===== src/design/command_line_buffer_top_defines.svh =====
// Assertion macros for the command line buffer.
// Used by command_line_buffer_top; expects clk and rst_n in scope.
`ifndef COMMAND_LINE_BUFFER_TOP_DEFINES_SVH
`define COMMAND_LINE_BUFFER_TOP_DEFINES_SVH

// same-cycle implication, held off during reset
`define CLB_ASSERT_IMPL(lbl, ante, cons, msg) \
  lbl: assert property (@(posedge clk) disable iff (!rst_n) (ante) |-> (cons)) \
    else $error(msg);

// next-cycle implication, held off during reset
`define CLB_ASSERT_NEXT(lbl, ante, cons, msg) \
  lbl: assert property (@(posedge clk) disable iff (!rst_n) (ante) |=> (cons)) \
    else $error(msg);

`endif


===== src/design/clb_pkg.sv =====
// Shared types, codes and constants for the command line buffer.
// No dependencies; used by the front, queue, back and top files and by the bench.
package clb_pkg;

  localparam int LINE_LENGTH_DEF = 32;
  localparam int QUEUE_DEPTH_DEF = 2;

  // configuration register indexes
  localparam int CFG_IDX_W = 2;
  localparam logic [CFG_IDX_W-1:0] CFG_ENTER     = 2'd0;
  localparam logic [CFG_IDX_W-1:0] CFG_BACKSPACE = 2'd1;
  localparam logic [CFG_IDX_W-1:0] CFG_ESCAPE    = 2'd2;

  localparam logic [7:0] ENTER_RST     = 8'd13;
  localparam logic [7:0] BACKSPACE_RST = 8'd8;
  localparam logic [7:0] ESCAPE_RST    = 8'd27;

  // action codes
  localparam logic [1:0] ACT_RX   = 2'd0;
  localparam logic [1:0] ACT_READ = 2'd1;
  localparam logic [1:0] ACT_ACK  = 2'd2;

  localparam logic [7:0] CHAR_CR = 8'h0D;
  localparam logic [7:0] CHAR_LF = 8'h0A;
  localparam int ERR_LEN = 7;

  // what the back end has to send for one word
  typedef enum logic [1:0] {
    KIND_ECHO,
    KIND_CRLF,
    KIND_NONE
  } kind_t;

  typedef struct packed {
    kind_t       kind;
    logic        ovf;
    logic [7:0]  tx_char;
    logic [7:0]  rdata;
    logic [5:0]  len;
    logic        cmd;
  } job_t;

  // "ERROR" CR LF
  function automatic logic [7:0] err_byte(input logic [2:0] idx);
    logic [7:0] b;
    case (idx)
      3'd0: b = 8'h45;
      3'd1: b = 8'h52;
      3'd2: b = 8'h52;
      3'd3: b = 8'h4F;
      3'd4: b = 8'h52;
      3'd5: b = CHAR_CR;
      3'd6: b = CHAR_LF;
      default: b = 8'h00;
    endcase
    return b;
  endfunction

endpackage


===== src/design/clb_if.sv =====
// Valid/ready channel interfaces for the command line buffer.
// Field widths are fixed; no dependencies.
interface clb_in_if;
  logic       valid;
  logic       ready;
  logic [1:0] action;
  logic [7:0] rx_byte;
  logic [4:0] read_index;

  modport source (output valid, action, rx_byte, read_index, input ready);
  modport sink   (input valid, action, rx_byte, read_index, output ready);
endinterface

interface clb_out_if;
  logic       valid;
  logic       ready;
  logic       tx_valid;
  logic [7:0] tx_byte;
  logic [7:0] read_data;
  logic [5:0] line_length;
  logic       command_ready;
  logic       overflow;
  logic       last;

  modport source (output valid, tx_valid, tx_byte, read_data, line_length,
                  command_ready, overflow, last, input ready);
  modport sink   (input valid, tx_valid, tx_byte, read_data, line_length,
                  command_ready, overflow, last, output ready);
endinterface


===== src/design/clb_front.sv =====
// Front end: takes input words, updates the line store, count and flag,
// and hands one job per word to the queue. Uses clb_pkg and clb_in_if.
module clb_front #(
  parameter int LINE_LENGTH = clb_pkg::LINE_LENGTH_DEF
) (
  input  logic                          clk,
  input  logic                          rst_n,
  clb_in_if.sink                        in_ch,
  input  logic                          cfg_we,
  input  logic [clb_pkg::CFG_IDX_W-1:0] cfg_index,
  input  logic [7:0]                    cfg_data,
  output logic                          fr_valid,
  output clb_pkg::job_t                 fr_job,
  input  logic                          q_ready
);

  localparam int CW = $clog2(LINE_LENGTH + 1);
  localparam int AW = $clog2(LINE_LENGTH);
  localparam int IW = (CW > 5) ? CW : 5;

  logic [7:0]    enter_r, bs_r, esc_r;
  logic [CW-1:0] fill_r, fill_nxt;
  logic          pend_r, pend_nxt;
  logic          stage_v_r;
  clb_pkg::job_t job_r, job_nxt;
  logic          rhit_r, rhit_nxt;
  logic [7:0]    rdata_r;
  logic          wr_en;
  logic [7:0]    store_mem [LINE_LENGTH];

  logic          acc;
  logic [IW-1:0] idx_w, fill_w;
  logic [7:0]    c;

  assign in_ch.ready = !stage_v_r || q_ready;
  assign acc    = in_ch.valid && in_ch.ready;
  assign c      = in_ch.rx_byte;
  assign idx_w  = IW'(in_ch.read_index);
  assign fill_w = IW'(fill_r);

  always_comb begin
    fill_nxt = fill_r;
    pend_nxt = pend_r;
    wr_en    = 1'b0;
    rhit_nxt = 1'b0;
    job_nxt  = '0;
    job_nxt.kind    = clb_pkg::KIND_NONE;
    job_nxt.tx_char = c;
    case (in_ch.action)
      clb_pkg::ACT_RX: begin
        job_nxt.kind = (c == enter_r) ? clb_pkg::KIND_CRLF : clb_pkg::KIND_ECHO;
        if (fill_r == CW'(LINE_LENGTH)) begin
          job_nxt.ovf = 1'b1;
          fill_nxt    = '0;
        end else if (c == enter_r) begin
          pend_nxt = 1'b1;
        end else if (c == bs_r) begin
          // entries at or above the count read as zero, so no zero write
          if (fill_r != '0) fill_nxt = fill_r - 1'b1;
        end else if (c == esc_r) begin
          fill_nxt = '0;
        end else begin
          wr_en    = 1'b1;
          fill_nxt = fill_r + 1'b1;
        end
      end
      clb_pkg::ACT_READ: rhit_nxt = idx_w < fill_w;
      clb_pkg::ACT_ACK:  pend_nxt = 1'b0;
      default: ;
    endcase
    job_nxt.len = 6'(fill_nxt);
    job_nxt.cmd = pend_nxt;
  end

  always_ff @(posedge clk) begin
    if (!rst_n) begin
      enter_r   <= clb_pkg::ENTER_RST;
      bs_r      <= clb_pkg::BACKSPACE_RST;
      esc_r     <= clb_pkg::ESCAPE_RST;
      fill_r    <= '0;
      pend_r    <= 1'b0;
      stage_v_r <= 1'b0;
    end else begin
      if (cfg_we) begin
        case (cfg_index)
          clb_pkg::CFG_ENTER:     enter_r <= cfg_data;
          clb_pkg::CFG_BACKSPACE: bs_r    <= cfg_data;
          clb_pkg::CFG_ESCAPE:    esc_r   <= cfg_data;
          default: ;
        endcase
      end
      if (acc) begin
        fill_r    <= fill_nxt;
        pend_r    <= pend_nxt;
        stage_v_r <= 1'b1;
      end else if (q_ready) begin
        stage_v_r <= 1'b0;
      end
    end
  end

  // stage payload and line store
  always_ff @(posedge clk) begin
    if (acc) begin
      job_r   <= job_nxt;
      rhit_r  <= rhit_nxt;
      rdata_r <= store_mem[idx_w[AW-1:0]];
      if (wr_en) store_mem[fill_r[AW-1:0]] <= c;
    end
  end

  assign fr_valid = stage_v_r;

  always_comb begin
    fr_job       = job_r;
    fr_job.rdata = rhit_r ? rdata_r : 8'h00;
  end

endmodule


===== src/design/clb_queue.sv =====
// Short job queue between front and back ends.
// Uses clb_pkg for the job type.
module clb_queue #(
  parameter int DEPTH = clb_pkg::QUEUE_DEPTH_DEF
) (
  input  logic          clk,
  input  logic          rst_n,
  input  logic          push_valid,
  input  clb_pkg::job_t push_job,
  output logic          push_ready,
  output logic          pop_valid,
  output clb_pkg::job_t pop_job,
  input  logic          pop
);

  localparam int PW = (DEPTH > 1) ? $clog2(DEPTH) : 1;
  localparam int NW = $clog2(DEPTH + 1);

  clb_pkg::job_t slot_r [DEPTH];
  logic [PW-1:0] wr_ptr_r, rd_ptr_r;
  logic [NW-1:0] count_r;
  logic          do_push, do_pop;

  assign push_ready = count_r != NW'(DEPTH);
  assign pop_valid  = count_r != '0;
  assign do_push    = push_valid && push_ready;
  assign do_pop     = pop && pop_valid;
  assign pop_job    = slot_r[rd_ptr_r];

  always_ff @(posedge clk) begin
    if (!rst_n) begin
      wr_ptr_r <= '0;
      rd_ptr_r <= '0;
      count_r  <= '0;
    end else begin
      if (do_push)
        wr_ptr_r <= (wr_ptr_r == PW'(DEPTH - 1)) ? '0 : wr_ptr_r + 1'b1;
      if (do_pop)
        rd_ptr_r <= (rd_ptr_r == PW'(DEPTH - 1)) ? '0 : rd_ptr_r + 1'b1;
      if (do_push && !do_pop)      count_r <= count_r + 1'b1;
      else if (do_pop && !do_push) count_r <= count_r - 1'b1;
    end
  end

  always_ff @(posedge clk) begin
    if (do_push) slot_r[wr_ptr_r] <= push_job;
  end

endmodule


===== src/design/clb_back.sv =====
// Back end: expands each job into its result words (echo, error text)
// into an output register. Uses clb_pkg and clb_out_if.
module clb_back (
  input  logic          clk,
  input  logic          rst_n,
  input  logic          q_valid,
  input  clb_pkg::job_t q_job,
  output logic          q_pop,
  clb_out_if.source     out_ch
);

  logic [3:0] step_r;
  logic [3:0] n_echo, total;
  logic       is_last, load;
  logic       tx_v;
  logic [7:0] tx_b;
  logic       out_v_r;

  assign n_echo  = (q_job.kind == clb_pkg::KIND_CRLF) ? 4'd2 : 4'd1;
  assign total   = n_echo + (q_job.ovf ? 4'(clb_pkg::ERR_LEN) : 4'd0);
  assign is_last = step_r == total - 4'd1;
  assign load    = q_valid && (!out_v_r || out_ch.ready);
  assign q_pop   = load && is_last;

  always_comb begin
    tx_v = 1'b1;
    tx_b = 8'h00;
    if (q_job.kind == clb_pkg::KIND_NONE) begin
      tx_v = 1'b0;
    end else if (step_r < n_echo) begin
      if (q_job.kind == clb_pkg::KIND_CRLF)
        tx_b = (step_r == 4'd0) ? clb_pkg::CHAR_CR : clb_pkg::CHAR_LF;
      else
        tx_b = q_job.tx_char;
    end else begin
      tx_b = clb_pkg::err_byte(3'(step_r - n_echo));
    end
  end

  always_ff @(posedge clk) begin
    if (!rst_n) begin
      step_r  <= '0;
      out_v_r <= 1'b0;
    end else begin
      if (load) begin
        step_r  <= is_last ? 4'd0 : step_r + 4'd1;
        out_v_r <= 1'b1;
      end else if (out_ch.ready) begin
        out_v_r <= 1'b0;
      end
    end
  end

  always_ff @(posedge clk) begin
    if (load) begin
      out_ch.tx_valid      <= tx_v;
      out_ch.tx_byte       <= tx_b;
      out_ch.read_data     <= q_job.rdata;
      out_ch.line_length   <= q_job.len;
      out_ch.command_ready <= q_job.cmd;
      out_ch.overflow      <= q_job.ovf;
      out_ch.last          <= is_last;
    end
  end

  assign out_ch.valid = out_v_r;

endmodule


===== src/design/command_line_buffer_top.sv =====
// Command line buffer with echo: front end, job queue, back end.
// Depends on clb_pkg, clb_if, clb_front, clb_queue, clb_back and the defines header.
//
// Each input word is a received byte, a read of one stored entry or an
// acknowledge of the command flag. A read, an acknowledge or an ordinary
// byte yields one result word, Enter two (CR LF), and a byte that meets a
// full line 8 or 9 (echo plus "ERROR" CR LF). The back end sends one result
// word per cycle from its output register while the receiver is ready; the
// front end takes a new word every cycle while the queue has room. An accepted
// word passes through the front stage register and a queue slot before its
// first result word reaches the back end's output register. The line store
// needs no clearing pass: entries at or above the fill count read as zero, so
// it is ready straight after reset.
`include "command_line_buffer_top_defines.svh"

module command_line_buffer_top #(
  parameter int LINE_LENGTH = clb_pkg::LINE_LENGTH_DEF,
  parameter int QUEUE_DEPTH = clb_pkg::QUEUE_DEPTH_DEF
) (
  input  logic                          clk,
  input  logic                          rst_n,
  clb_in_if.sink                        in_ch,
  clb_out_if.source                     out_ch,
  input  logic                          cfg_we,
  input  logic [clb_pkg::CFG_IDX_W-1:0] cfg_index,
  input  logic [7:0]                    cfg_data
);

  logic          fr_valid, q_ready, q_valid, q_pop;
  clb_pkg::job_t fr_job, q_job;

  clb_front #(.LINE_LENGTH(LINE_LENGTH)) u_front (
    .clk       (clk),
    .rst_n     (rst_n),
    .in_ch     (in_ch),
    .cfg_we    (cfg_we),
    .cfg_index (cfg_index),
    .cfg_data  (cfg_data),
    .fr_valid  (fr_valid),
    .fr_job    (fr_job),
    .q_ready   (q_ready)
  );

  clb_queue #(.DEPTH(QUEUE_DEPTH)) u_queue (
    .clk        (clk),
    .rst_n      (rst_n),
    .push_valid (fr_valid),
    .push_job   (fr_job),
    .push_ready (q_ready),
    .pop_valid  (q_valid),
    .pop_job    (q_job),
    .pop        (q_pop)
  );

  clb_back u_back (
    .clk     (clk),
    .rst_n   (rst_n),
    .q_valid (q_valid),
    .q_job   (q_job),
    .q_pop   (q_pop),
    .out_ch  (out_ch)
  );

  // an overflow empties the line and every word of it transmits
  `CLB_ASSERT_IMPL(a_ovf_clears, out_ch.valid && out_ch.overflow, out_ch.line_length == 6'd0 && out_ch.tx_valid, "overflow word with non-empty line or no tx")
  // words without a tx byte are single-word results
  `CLB_ASSERT_IMPL(a_notx_last, out_ch.valid && !out_ch.tx_valid, out_ch.last && out_ch.tx_byte == 8'h00, "silent word not final")
  // read data only on a read result
  `CLB_ASSERT_IMPL(a_rdata_read, out_ch.valid && out_ch.read_data != 8'h00, !out_ch.tx_valid && out_ch.last, "read data on a tx word")
  // an accepted word always lands in the front stage
  `CLB_ASSERT_NEXT(a_front_load, in_ch.valid && in_ch.ready, fr_valid, "accepted word lost in front end")

endmodule


===== src/flat_wrapper.sv =====
// flat-port wrapper written by rule: the top's interface ports become plain ports
module command_line_buffer_top_flat 
#(
  parameter int LINE_LENGTH = clb_pkg::LINE_LENGTH_DEF,
  parameter int QUEUE_DEPTH = clb_pkg::QUEUE_DEPTH_DEF
)
  (clk, rst_n, cfg_we, cfg_index, cfg_data, in_ch_valid, in_ch_action, in_ch_rx_byte, in_ch_read_index, in_ch_ready, out_ch_valid, out_ch_tx_valid, out_ch_tx_byte, out_ch_read_data, out_ch_line_length, out_ch_command_ready, out_ch_overflow, out_ch_last, out_ch_ready);
  clb_in_if in_ch_i ();
  clb_out_if out_ch_i ();
  input  logic clk;
  input  logic rst_n;
  input  logic cfg_we;
  input  logic [clb_pkg::CFG_IDX_W-1:0] cfg_index;
  input  logic [7:0] cfg_data;
  input wire logic [$bits(in_ch_i.valid)-1:0] in_ch_valid;
  input wire logic [$bits(in_ch_i.action)-1:0] in_ch_action;
  input wire logic [$bits(in_ch_i.rx_byte)-1:0] in_ch_rx_byte;
  input wire logic [$bits(in_ch_i.read_index)-1:0] in_ch_read_index;
  output wire logic [$bits(in_ch_i.ready)-1:0] in_ch_ready;
  output wire logic [$bits(out_ch_i.valid)-1:0] out_ch_valid;
  output wire logic [$bits(out_ch_i.tx_valid)-1:0] out_ch_tx_valid;
  output wire logic [$bits(out_ch_i.tx_byte)-1:0] out_ch_tx_byte;
  output wire logic [$bits(out_ch_i.read_data)-1:0] out_ch_read_data;
  output wire logic [$bits(out_ch_i.line_length)-1:0] out_ch_line_length;
  output wire logic [$bits(out_ch_i.command_ready)-1:0] out_ch_command_ready;
  output wire logic [$bits(out_ch_i.overflow)-1:0] out_ch_overflow;
  output wire logic [$bits(out_ch_i.last)-1:0] out_ch_last;
  input wire logic [$bits(out_ch_i.ready)-1:0] out_ch_ready;
  assign in_ch_i.valid = in_ch_valid;
  assign in_ch_i.action = in_ch_action;
  assign in_ch_i.rx_byte = in_ch_rx_byte;
  assign in_ch_i.read_index = in_ch_read_index;
  assign in_ch_ready = in_ch_i.ready;
  assign out_ch_valid = out_ch_i.valid;
  assign out_ch_tx_valid = out_ch_i.tx_valid;
  assign out_ch_tx_byte = out_ch_i.tx_byte;
  assign out_ch_read_data = out_ch_i.read_data;
  assign out_ch_line_length = out_ch_i.line_length;
  assign out_ch_command_ready = out_ch_i.command_ready;
  assign out_ch_overflow = out_ch_i.overflow;
  assign out_ch_last = out_ch_i.last;
  assign out_ch_i.ready = out_ch_ready;
  command_line_buffer_top #(.LINE_LENGTH(LINE_LENGTH), .QUEUE_DEPTH(QUEUE_DEPTH)) u_core (.clk(clk), .rst_n(rst_n), .in_ch(in_ch_i), .out_ch(out_ch_i), .cfg_we(cfg_we), .cfg_index(cfg_index), .cfg_data(cfg_data));
endmodule

===== config.mk =====
export PLATFORM = sky130hd
export DESIGN_NAME = command_line_buffer_top_flat
export DESIGN_NICKNAME = d
export VERILOG_FILES = /design/src/design/clb_pkg.sv /design/src/design/clb_if.sv /design/src/design/clb_front.sv /design/src/design/clb_queue.sv /design/src/design/clb_back.sv /design/src/design/command_line_buffer_top.sv /design/src/flat_wrapper.sv
export VERILOG_INCLUDE_DIRS = /design/src /design/src/design
export SDC_FILE = /design/constraint.sdc
export NUM_CORES = 1
export LEC_CHECK = 0
export CAP_MARGIN = 20
export CORE_MARGIN = 4
export CORE_UTILIZATION = 40
export CTS_BUF_LIST = sky130_fd_sc_hd__clkbuf_16
export DETAILED_ROUTE_END_ITERATION = 10
export DONT_BUFFER_PORTS = 1
export GPL_TIMING_DRIVEN = 0
export PLACE_DENSITY = 0.54
export SLEW_MARGIN = 20
export SYNTH_ARGS = -nofsm -noshare
export SYNTH_HDL_FRONTEND = slang
export SYNTH_HIERARCHICAL = 1
export SYNTH_SLANG_ARGS = --single-unit

===== constraint.sdc =====
create_clock -name clk -period 8.8 [get_ports clk]
set_input_delay 1.76 -clock clk [delete_from_list [all_inputs] [get_ports clk]]
set_output_delay 1.76 -clock clk [all_outputs]
set_load 0.005 [all_outputs]

==> results.txt, run 1 <==
* Hold Violations, Final: 0
- By area, the combinational part of the netlist is dominated by multiplexers.
- CTS root buffer: clkbuf_16
- In the routed layout, each cell is associated on average with a via count of 5.41.
- Proportion of synthesized chip area in sequential cells: 70.9%
- Worst Setup Start Kind: input pin
* Layout area overhead: 12.4%
* Max_slew headroom: 28.1%
* Count of port buffers added during placement: 0
* Endpoint of the most critical register-to-register path: u_core/u_front/store_mem[22][1]$_DFFE_PP_
- The first TritonRoute pass finished after 5 iterations.
- Count of placed standard cells in the final layout, fillers left out: 1532
* Die Outline Area: 44500 µm²
- The count of nets left with antenna violations once routing finished came out at 0.
- STA classifies the critical path endpoint as a register.
- Dominant register cell in the synthesized netlist: edfxtp_1
- The number of global-route vias before repair came to 8376.
- Highest achievable clock rate: 228 MHz
- Synth area leaders: edfxtp_1 (66%), mux4_2 (11%), dfxtp_1 (5.1%), mux2_2 (2.4%), mux2i_1 (1.5%)
- After synthesis the cells add up to 16500 µm².
* Avg Inst Size Synth: 17.9 µm²
- In the final layout, the share of cells above drive strength 1 is 20.8%.
- In the global route stage, overall resource usage came out at 16.3%.
- For the final database, setup skew stands at 24.9 ps.
- Category of the critical setup timing path: in2reg
- Yosys mapped the design onto 63 distinct sky130hd cell types.
- Post-detail-place hpwl: 23.0 mm
- Path depth of the worst reg2reg path: 9
- Pins over their slew limit: 0
* Total core area: 40700 µm²
* Adder-Cell Fraction of Synth Area: 1.26%
* Tmin final: 4390 ps
- The worst register-to-register path begins at u_core/u_front/fill_r[0]$_SDFFE_PN0P_.
- Run status: completed
* Number of violations of the max-capacitance limit: 0
* Flops & latches, synth: 403
- Data arrives at the worst endpoint at 4570 ps.
- Clock-pin slew was measured on the worst setup and hold paths at 60 ps.
* Hold path endpoint: u_core/u_queue/slot_r[1][15]$_DFFE_PP_
- The clock drives 403 sinks.
* Largest net degree at the start of global routing: 37
- Post-cts repair resize count: 0
* Final clock period utilization by the worst path: 49.8%
* Post-Syn Instances: 922
* Leakage component of the power: 0.00605 µW
- Across all register-to-register paths, the minimum setup slack is 4540 ps.
- On the final layout, the worst hold slack is 443 ps.
- The worst hold path was traced through 0 stages.
- Clock Latency Late Sink: 570 ps
- Counting flops with a built-in enable in the synthesized netlist gives 361.
- At the worst endpoint, the required time is 8990 ps.
* Number of filler instances in the final layout: 3571
* Final setup fails: 0
* Number of buffers created by CTS: 43
- Unrepaired setup endpoints after global routing: false
- Number of antenna diodes: 0
- Final sum of negative setup slack: 0 ps
* Overall routed net length: 35.8 mm
- Kind of path behind the tightest hold check: reg2reg
* Slew at the pin closest to its max-slew limit: 1080 ps
* Pre-CTS worst setup slack: 3930 ps
- Cell type with the largest total area after synthesis: edfxtp_1
* Setup slack after layout: 4410 ps
* Top cell type's share of synthesized area: 65.8%
- Ports placed on the boundary: 58
* Top fanout value on the critical path: 9
- Number of vias in the routed layout: 8290
- The detailed router finished its first iteration with 590 violations.
- Cells fill 45.5% of the core in the end.
- Summing the areas of all xor and xnor instances in the mapped netlist gives 1.82% of the synthesized area.
- For this design the ratio of total power to cell area is 227 nW/µm².
* Total of warnings raised by yosys: 6
* Mux cell area share after synthesis: 14.9%
* Remaining global-route overflow: 0
- Dividing the detail-routed wire length by the instance count gives 23.4 µm.
- The synthesized netlist devotes 6.36% of its cell area to simple gates.
- Once placement completed, the tool counted placed cells totaling 1455.
- Across the VDD grid, the largest voltage drop is 0.154 mV.
- TritonCTS built the clock tree.
- Final routed DRC violation total: 0
- The number of antenna violations at the first check in global routing came to 0.
- The floorplan has 74 rows.
- Vertical die dimension: 211 µm
* Starting density of the core: 40.4%
- Die outline width: 211 µm
* Final #Nets: 1014
- Clock tree buffer depth: 3
- Hold buffer count at cts: 0
- The worst hold path begins at u_core/u_front/fr_job[15]$_DFFE_PP_.
* Post-CTS setup buffer count: 0
- The H-tree was split into 2 levels.
- Counting every net in the synthesized netlist gives 968.
* Async set-reset flop share out of synthesis: 0%
- Summing the areas of all compound-gate instances in the mapped netlist gives 2.94% of the synthesized area.
- Gpl congestion: 0.859
- The first global-routing pass estimated 54.4 mm of wire.
-- per-layer routing --
metal	wire length (µm)	global-route usage [%]	vias to the layer above
li1	-	-	3722
met3	1830	3.46	59
met1	16600	23.9	4297
met4	955	5.54	0
met2	16400	24.5	212
met5	0	0	-
-- cells by family after synthesis --
kind of cell               count (synthesis)
buffers and inverters                     63
DFF                                      403
muxes                                    140
and+or+nand+nor                          199
AOI/OAI and AO/OA                         69
adders and majority gates                 16
xor gates and xnor gates                  32
-- metrics by stage --
| step | area [µm²] | total power, µW |
|---|---|---|
| 5_1_grt | 18500 | 4370 |
| 4_1_cts | 18500 | 4260 |
| 2_1_floorplan | 16500 | 2420 |
| 3_5_place_dp | 17200 | 2510 |
| 3_3_place_gp | 17100 | 2500 |
| 6_report | 18500 | 4200 |
-- synthesized netlist by cell type, drive strengths merged (3+ instances only) --
master,count
nor2,50
and3,6
nand3,15
buf,24
nor3,10
mux4,80
o21ai,18
nand2b,9
mux2i,25
a21oi,8
a21boi,5
xor2,12
nor4,6
nand4,8
clkbuf,21
o22ai,5
edfxtp,361
and2,19
nor2b,22
xnor2,20
ha,15
inv,18
or3,5
a211oi,3
mux2,35
a21o,4
dfxtp,42
nand2,34
nand3b,4
-- cell usage in the layout, fill, tap and decap left out, types with 19 or more instances in the layout --
master	n
and2_1	19
clkbuf_1	20
clkbuf_16	45
dfxtp_1	42
edfxtp_1	361
inv_1	25
mux2_2	35
mux2i_1	25
mux4_2	80
nand2_1	34
nor2_1	50
nor2b_1	22
xnor2_1	20
-- state kept, by name (all words and copies together), names as in the netlist, named ones only --
register	count
u_core/u_queue/count_r	2
u_core/u_front/rhit_r	1
u_core/u_back/step_r	4
u_core/u_front/esc_r	8
u_core/u_queue/rd_ptr_r	1
u_core/u_back/out_ch.tx_valid	1
u_core/u_back/out_ch.last	1
u_core/u_back/out_ch.valid	1
u_core/u_back/out_ch.tx_byte	8
u_core/u_back/out_ch.read_data	8
u_core/u_front/bs_r	8
u_core/u_front/fr_valid	1
u_core/u_back/out_ch.command_ready	1
u_core/u_queue/slot_r	52
u_core/u_front/enter_r	8
u_core/u_back/out_ch.overflow	1
u_core/u_front/store_mem	256
u_core/u_front/rdata_r	8
u_core/u_back/out_ch.line_length	6
u_core/u_front/pend_r	1
u_core/u_front/fill_r	6
u_core/u_front/fr_job	18
u_core/u_queue/wr_ptr_r	1
-- area by class of cell --
| type | count | area, µm² | share of cell area, % |
|---|---|---|---|
| inverters | 18 | 67.6 | 0.365 |
| well taps | 532 | 666 | 3.59 |
| flip-flops and latches | 403 | 11700 | 63.1 |
| clock buffers | 45 | 1130 | 6.08 |
| repair buffers | 1 | 20.0 | 0.108 |
| multi-input cells | 456 | 4490 | 24.2 |
| plain buffers | 45 | 239 | 1.29 |
| clock inverters | 32 | 234 | 1.26 |
-- worst max-delay path, cell delays in order --
cell and delay (ps):
nor2_1 430, inv_1 240, nor3_2 480, nand4_1 680, nor2_1 970
-- how the worst max path moves through the flow --
stage | startpoint | end | cells past startpoint
2_1_floorplan | in_ch_valid | u_core/u_front/store_mem[11][0]$_DFFE_PP_ | 4
3_3_place_gp | in_ch_valid | u_core/u_front/store_mem[20][0]$_DFFE_PP_ | 4
3_5_place_dp | in_ch_action[1] | u_core/u_front/store_mem[22][0]$_DFFE_PP_ | 5
4_1_cts | in_ch_action[1] | u_core/u_front/store_mem[20][3]$_DFFE_PP_ | 5
5_1_grt | in_ch_action[1] | u_core/u_front/store_mem[21][0]$_DFFE_PP_ | 5
6_report | in_ch_action[1] | u_core/u_front/store_mem[22][1]$_DFFE_PP_ | 5
-- where the power goes --
| group | switching (µW) | internal (µW) |
|---|---|---|
| Sequential | 26.9 | 2160 |
| Combinational | 157 | 120 |
| Clock | 723 | 1010 |
(Power assumes the default switching activity.)
==> run 2: changes to the inputs <==
ABC_AREA = 1   (was default)
clock period = 4.45 ns   (was 8.8 ns; I/O delays follow)
==> results.txt, run 2 <==
- The flow ran to the end, and the final reports show no timing, DRC or antenna violations.
* Total of warnings raised by yosys: 6 (unchanged)
- The largest fanout on the critical path came to 36 (+27).
- The flip-flop count of the largest register after layout was 256 (unchanged).
- Tmin final: 3450 ps
- Flops & latches, synth: 403 (unchanged)
* Largest family of logic cells by synthesized area: simple AND/OR/NAND/NOR gates
* Clk pin slew, worst setup/hold paths: 60 ps (about the same)
- Dividing the final minimum period by the clock period gives 77.4%.
* R2r setup slk: 1000 ps (-3540 ps)
- H-tree depth reported by CTS: 2 (unchanged)
- The number of cell rows is 74 (unchanged).
* Max IR drop VDD: 0.321 mV (+110%)
- The sink count of the clock tree came to 403 (unchanged).
- Slew at the pin closest to its max-slew limit: 991 ps (-85.8 ps)
- Top cell type's share of synthesized area: 64.3% (-1.5 points)
* Cell type with the largest total area after synthesis: edfxtp_1
* Top cells by instance count after synthesis: edfxtp_1 (361), nor2_1 (224), nand2_1 (158)
- The data arrival time of the critical path was 3620 ps (-950 ps).
- Post-synthesis net count: 1436 (+48%)
- Overall routed net length: 43.7 mm (+22%)
* Mux cell area share after synthesis: 2.18% (-13 points)
* Final routed DRC violation total: 0 (unchanged)
- The number of antenna violations at the first check in global routing is 0 (unchanged).
- Category of the critical setup timing path: reg2reg
- The count of non-filler cells in the finished layout was 2005 (+31%).
- Number of filler instances in the final layout: 3708 (+3.8%)
- The die width came to 213 µm (+1.1%).
- Final setup fails: 0 (unchanged)
* Total core area: 41200 µm² (+1.1%)
* Highest-count cells in the layout ignoring fill and taps: edfxtp_1 (361), nor2_1 (222), nand2_1 (158)
* Hold Path Depth: 0 (unchanged)
- STA classifies the critical path endpoint as a register.
- The share of post-route cells with drive strength above 1 came to 10.5% (-10 points).
- The area fraction in and, or, nand and nor cells after synthesis was 12.8% (+6.4 points).
- Avg Inst Size Synth: 12.1 µm² (-32%)
- In this run the worst hold path is classified as in2reg.
- The effective utilization at floorplan came to 40.9% (+0.47 points).
* Post-detail-place hpwl: 28.6 mm (+24%)
- Highest achievable clock rate: 290 MHz
- Compared with the post-synthesis result, the final layout area differs by 12.7%.
* Final #Nets: 1485 (+46%)
- The area fraction in compound gates after synthesis came to 9.44% (+6.5 points).
- The share of the core filled with cells came to 46.1% (+0.64 points).
* Worst clock skew: 24.6 ps (-0.315 ps)
* Max_slew headroom: 33.7% (+5.6 points)
* Clock Latency Late Sink: 570 ps (about the same)
* Critical R2R Launch: u_core/u_queue/count_r[0]$_SDFFE_PN0P_
* Leading cell type in the layout, fill and taps excluded: edfxtp_1
* Number of antenna diodes: 0 (unchanged)
- The average vias per placed instance came to 5.44 (+0.55%).
- The die height is 213 µm (+1.1%).
- Worst Setup Start Kind: register
- The xor and xnor area share after synthesis is 1.14% (-0.67 points).
* CTS root buffer: clkbuf_16
* Pins over their slew limit: 0 (unchanged)
- The remaining antenna violation count after routing came to 0 (unchanged).
* Leakage component of the power: 0.00677 µW (+12%)
- Data required time at the worst endpoint: 4630 ps (-4360 ps)
- The number of iterations in the first detailed-routing pass is 5 (unchanged).
- The number of hold violations in the final report is 0 (unchanged).
* Async set-reset flop share out of synthesis: 0% (unchanged)
* Netlist area before placement: 16900 µm² (+2.3%)
- Largest net degree at the start of global routing: 38 (+2.7%)
- Number of vias in the routed layout: 10900 (+32%)
- Endpoint of the most critical register-to-register path: u_core/u_front/store_mem[28][2]$_DFFE_PP_
* Cell total after placement: 1925 (+32%)
- Tracing the worst setup path back leads to its startpoint at u_core/u_queue/count_r[0]$_SDFFE_PN0P_.
- Post-CTS setup buffer count: 0 (unchanged)
* Post-Syn Instances: 1390 (+51%)
* Final sum of negative setup slack: 0 ps (unchanged)
- The final weighted congestion in routability-driven placement came to 0.924 (+7.6%).
* Dominant register cell in the synthesized netlist: edfxtp_1
* Hold Slack: 425 ps (-17.9 ps)
- Clock tree buffer depth: 3 (unchanged)
* Power density cells: 449 nW/µm² (+98%)
- Die Outline Area: 45500 µm² (+2.2%)
- In this run the worst setup path terminates at u_core/u_front/store_mem[28][2]$_DFFE_PP_.
* Ports placed on the boundary: 58 (unchanged)
- Vias in the first global route: 10600 (+27%)
- The global router's overall resource usage was 19.3% (+2.9 points).
- Hold buffer count at cts: 0 (unchanged)
- Unrepaired setup endpoints after global routing: false
- EDFF count, synth: 361 (unchanged)
- Cell variety after synth: 39 (-38%)
- The number of I/O port buffers came to 0 (unchanged).
- Remaining global-route overflow: 0 (unchanged)
* Global-route wire length before repair: 65.7 mm (+21%)
* Proportion of synthesized chip area in sequential cells: 69.3% (-1.6 points)
- Most frequent cell after synthesis: edfxtp_1
* Path depth of the worst reg2reg path: 10 (+1)
* Synth area leaders: edfxtp_1 (64%), dfxtp_1 (5.0%), nor2_1 (5.0%), o21ai_0 (4.6%), nand2_1 (3.5%)
* Post-cts repair resize count: 0 (unchanged)
* CTS tree: yes
- Drt first-iter violations: 1178 (+100%)
- The adder-cell share of the synthesized area came to 1.23% (-0.028 points).
* Number of buffers created by CTS: 44 (+2.3%)
* Per-cell routed wire length: 21.8 µm (-6.7%)
- Number of violations of the max-capacitance limit: 0 (unchanged)
==> run 2: metrics by stage <==
| step | worst slack [ps] | cell area (µm²) | power, µW |
|---|---|---|---|
| global route | 672 | 19000 | 8880 |
| finish | 1000 | 19000 | 8530 |
| detailed placement | 819 | 17600 | 5140 |
| CTS | 945 | 19000 | 8620 |
| floorplan | 904 | 16900 | 4910 |
| global placement | 120 | 17500 | 5110 |
==> run 2: report_power, final <==
group / switching, µW / leakage [µW] / internal [µW] / total [µW]
Clock: 1470 / 0.000696 / 1980 / 3460
Sequential: 57.5 / 0.00364 / 4270 / 4330
Combinational: 491 / 0.00243 / 247 / 738
Total: 2020 / 0.00677 / 6500 / 8530
==> run 2: kinds of logic after synthesis <==
group,after synthesis
and+or+nand+nor,500
buffers and inverters,154
xor gates and xnor gates,22
AOI/OAI and AO/OA,269
adders and majority gates,16
DFF,403
muxes,26
==> run 2: layout make-up <==
| class | count | area, µm² | share of cell area (%) |
|---|---|---|---|
| buffer | 62 | 310 | 1.63 |
| timing repair buffer | 3 | 82.6 | 0.435 |
| inverter | 92 | 345 | 1.82 |
| tap | 532 | 666 | 3.50 |
| multi-input combinational | 833 | 4540 | 23.9 |
| sequential | 403 | 11700 | 61.5 |
| clock inverter | 36 | 268 | 1.41 |
| clock buffer | 44 | 1100 | 5.80 |
==> run 2: worst max-delay path, stage by stage, from the launching register on <==
cell	delay (ps)
dfxtp_1	340
inv_1	90
nand2_1	90
inv_1	50
nand2_1	120
nand2_1	200
inv_2	610
nand2_2	150
nor3_4	370
nand2_4	210
nor2_1	800
==> run 2: worst min-delay path by stage <==
stage	from	slack, ps	endpoint
2_1_floorplan	u_core/u_front/fr_job[0]$_DFFE_PP_	420	u_core/u_queue/slot_r[0][0]$_DFFE_PP_
3_3_place_gp	u_core/u_front/fr_job[20]$_DFFE_PP_	420	u_core/u_queue/slot_r[0][20]$_DFFE_PP_
3_5_place_dp	u_core/u_front/fr_job[15]$_DFFE_PP_	430	u_core/u_queue/slot_r[1][15]$_DFFE_PP_
4_1_cts	in_ch_rx_byte[4]	390	u_core/u_front/store_mem[2][4]$_DFFE_PP_
5_1_grt	in_ch_rx_byte[0]	400	u_core/u_front/store_mem[18][0]$_DFFE_PP_
6_report	in_ch_rx_byte[6]	430	u_core/u_front/store_mem[19][6]$_DFFE_PP_
==> run 2: routing by layer <==
layer  global-route usage (%)  vias up  wire (µm)
met2                     30.1      402      19900
met1                     27.1     5342      19400
met4                     7.81        0       1540
li1                         -     5067          -
met5                        0        -          0
met3                     3.09       98       2850
==> run 3: changes to the inputs <==
clock period = 3.5 ns   (was 4.45 ns; I/O delays follow)
==> results.txt, run 3 (same netlist as run 2, synthesis figures left out) <==
* Detailed-routing wirelength on met1: 19.5 mm (+0.51%)
* Leakage component of the power: 0.00676 µW (about the same)
- Number of filler instances in the final layout: 3705 (-0.081%)
- Category of the critical setup timing path: reg2reg
* Die Outline Area: 45500 µm² (unchanged)
- Critical R2R Launch: u_core/u_queue/count_r[0]$_SDFFE_PN0P_
* Flip-flop count of the largest register, all copies and words added: 256 (unchanged)
- The core outline area was 41200 µm² (unchanged).
- The latest clock arrival within the worst-skew pair was 570 ps (about the same).
- Hold buffer count at cts: 0 (unchanged)
- Total Routing Usage GR: 19.3% (unchanged)
- Number of antenna violations at the first check in global routing: 0 (unchanged)
- Highest-count cells in the layout ignoring fill and taps: edfxtp_1 (361), nor2_1 (205), nand2_1 (158)
- Register cell area after layout: 11700 µm² (unchanged)
- Leaving out fill and tap cells, the most frequent cell in the layout is edfxtp_1.
* Clock tree buffer depth: 3 (unchanged)
- Routed wl met2: 20.0 mm (+0.40%)
* CTS root buffer: clkbuf_16
* Beginning of the worst hold path: in_ch_rx_byte[6]
* Sequential Power Share: 50.8% (about the same)
- The run finished with clean final reports.
- The largest fanout on the critical path was 36 (unchanged).
- Die outline width: 213 µm (unchanged)
- Slowest-stage cell, CP: nor2_1
- Delay of the slowest critical-path stage: 740 ps (-60 ps)
- Final #Nets: 1485 (unchanged)
* Final clock period utilization by the worst path: 93.2% (+16 points)
* Psw: 2580 µW (+27%)
- Top routing layer in use: met4
* Highest achievable clock rate: 307 MHz (+5.6%)
- Max_slew headroom: 38.9% (+5.2 points)
- The share of post-route cells with drive strength above 1 was 11.6% (+1.2 points).
- The required arrival time at the worst endpoint was 3680 ps (-950 ps).
- The number of cell rows was 74 (unchanged).
- The total area of multi-input combinational cells is 4580 µm² (+0.94%).
- The tightest min-delay check is of the in2reg type.
* Hold Path Depth: 0 (unchanged)
- Counting stages on the worst path, the most repeated cell is nand2_1.
* R2r setup slk: 240 ps (-770 ps)
- Per-cell routed wire length: 21.8 µm (about the same)
- The post-DP HPWL came to 28.6 mm (unchanged).
- Max IR drop VDD: 0.408 mV (+27%)
- The cell area after placement is 17600 µm² (unchanged).
- The post-detailed-routing wire length came to 43.7 mm (about the same).
- The average vias per placed instance came to 5.44 (about the same).
- In this run the worst setup path begins at u_core/u_queue/count_r[0]$_SDFFE_PN0P_.
- In this run the critical register-to-register path is captured at u_core/u_front/store_mem[20][2]$_DFFE_PP_.
- Unrepaired setup endpoints after global routing: true
- Vias in the first global route: 10600 (unchanged)
* Sink count of the clock tree: 403 (unchanged)
- The final global-route overflow total came to 0 (unchanged).
- The final routed DRC violation total came to 0 (unchanged).
* Hold Violations, Final: 0 (unchanged)
- Pre-CTS worst setup slack: 26.3 ps (-793 ps)
- Number of vias in the routed layout: 10900 (+0.055%)
- The share of total power consumed by net switching was 23.8% (+0.029 points).
- Power density cells: 570 nW/µm² (+27%)
- Worst Setup End Kind: register
- The clock share of power was 40.6% (about the same).
* Drt first-iter violations: 1057 (-10%)
* Clk pin slew, worst setup/hold paths: 60 ps (about the same)
- Final setup fails: 0 (unchanged)
- Path depth of the worst reg2reg path: 10 (unchanged)
* Layout area overhead: 13.0%
* Count of port buffers added during placement: 0 (unchanged)
* Tmin final: 3260 ps (-184 ps)
- Setup slack after layout: 238 ps (-766 ps)
* Hold path endpoint: u_core/u_front/store_mem[19][6]$_DFFE_PP_
* Largest net degree at the start of global routing: 38 (unchanged)
- Antenna violation net count after detailed routing: 0 (unchanged)
- The final weighted congestion in routability-driven placement was 0.924 (unchanged).
* Cell-internal power: 8270 µW (+27%)
- H-tree depth reported by CTS: 2 (unchanged)
- Logic gate share of total power: 8.7% (about the same)
- The final antenna diode count came to 0 (unchanged).
- Worst Setup Start Kind: register
- The detailed route wirelength on metal3 is 2.67 mm (-6.6%).
* Number of violations of the max-capacitance limit: 0 (unchanged)
- Number of detailed-routing iterations run before antenna repair: 5 (unchanged)
* Vertical die dimension: 213 µm (unchanged)
* Number of buffers created by CTS: 44 (unchanged)
- TritonCTS built the clock tree.
- Ports placed on the boundary: 58 (unchanged)
- Worst EP arrival: 3440 ps (-180 ps)
- The effective utilization at floorplan came to 40.9% (unchanged).
* Slew at the pin closest to its max-slew limit: 913 ps (-77.8 ps)
- Cell area after layout: 19000 µm² (+0.23%)
- The max-slew violation total from the final report is 0 (unchanged).
* Worst clock skew: 23.3 ps (-1.32 ps)
* Global-route wire length before repair: 65.7 mm (unchanged)
- CP cell instances: inv_1 > nand2_1 > inv_1 > nand2_1 > nand2_1 > clkinv_2 > nand2_2 > nor3_4 > nand2_4 > nor2_1
-- run 3: layout make-up --
class | instances | area share [%]
clock buffer | 44 | 5.78
tap | 532 | 3.50
timing repair buffer | 3 | 0.434
sequential | 403 | 61.4
clock inverter | 36 | 1.41
multi-input combinational | 833 | 24.1
buffer | 62 | 1.63
inverter | 92 | 1.82
-- run 3: power groups by stage --
stage | Combinational [µW] | Clock, µW | Sequential, µW
after global placement | 883 | 0 | 5610
after global routing | 1040 | 4730 | 5520
final | 940 | 4400 | 5510
after floorplan | 648 | 0 | 5590
after CTS | 934 | 4520 | 5510
after detailed placement | 930 | 0 | 5610
-- run 3: layer usage --
metal / vias up / GRT usage [%]
li1: 5069 / -
met1: 5359 / 27.1
met2: 385 / 30.1
met3: 102 / 3.09
met4: 0 / 7.81
met5: - / 0
-- run 3: what timing repair did --
action                                  CTS  global route
gates resized for setup                   1            17
buffers inserted                          0             0
endpoints found under the setup margin    1           248
endpoints found under the hold margin     0             0
-- run 3: through the flow --
stage	cells	setup TNS, ps	hold WS [ps]	power [µW]	utilization [%]
final	2005	0	234	10800	46.2
after global routing	2005	-116	211	11300	46.2
after CTS	2005	0	203	11000	46.1
after detailed placement	1925	0	430	6540	42.8
after global placement	1922	-1600	422	6490	42.5
after floorplan	1390	0	421	6240	-
-- run 3: how the worst max path moves through the flow --
| stage | to | slack [ps] | cells past startpoint |
|---|---|---|---|
| global placement | u_core/u_queue/count_r[1]$_SDFFE_PN0P_ | -640 | 12 |
| finish | u_core/u_front/store_mem[20][2]$_DFFE_PP_ | 240 | 10 |
| floorplan | u_core/u_queue/count_r[1]$_SDFFE_PN0P_ | 140 | 12 |
| detailed placement | u_core/u_front/store_mem[28][5]$_DFFE_PP_ | 30 | 10 |
| CTS | u_core/u_front/store_mem[6][4]$_DFFE_PP_ | 10 | 10 |
| global route | u_core/u_front/store_mem[0][4]$_DFFE_PP_ | -9 | 10 |
-- run 3: critical path, delay by kind of cell (launching register included) --
| kind | cells | cell delay, ps |
|---|---|---|
| simple gates | 7 | 1870 |
| flops | 1 | 340 |
| buf+inv | 3 | 630 |
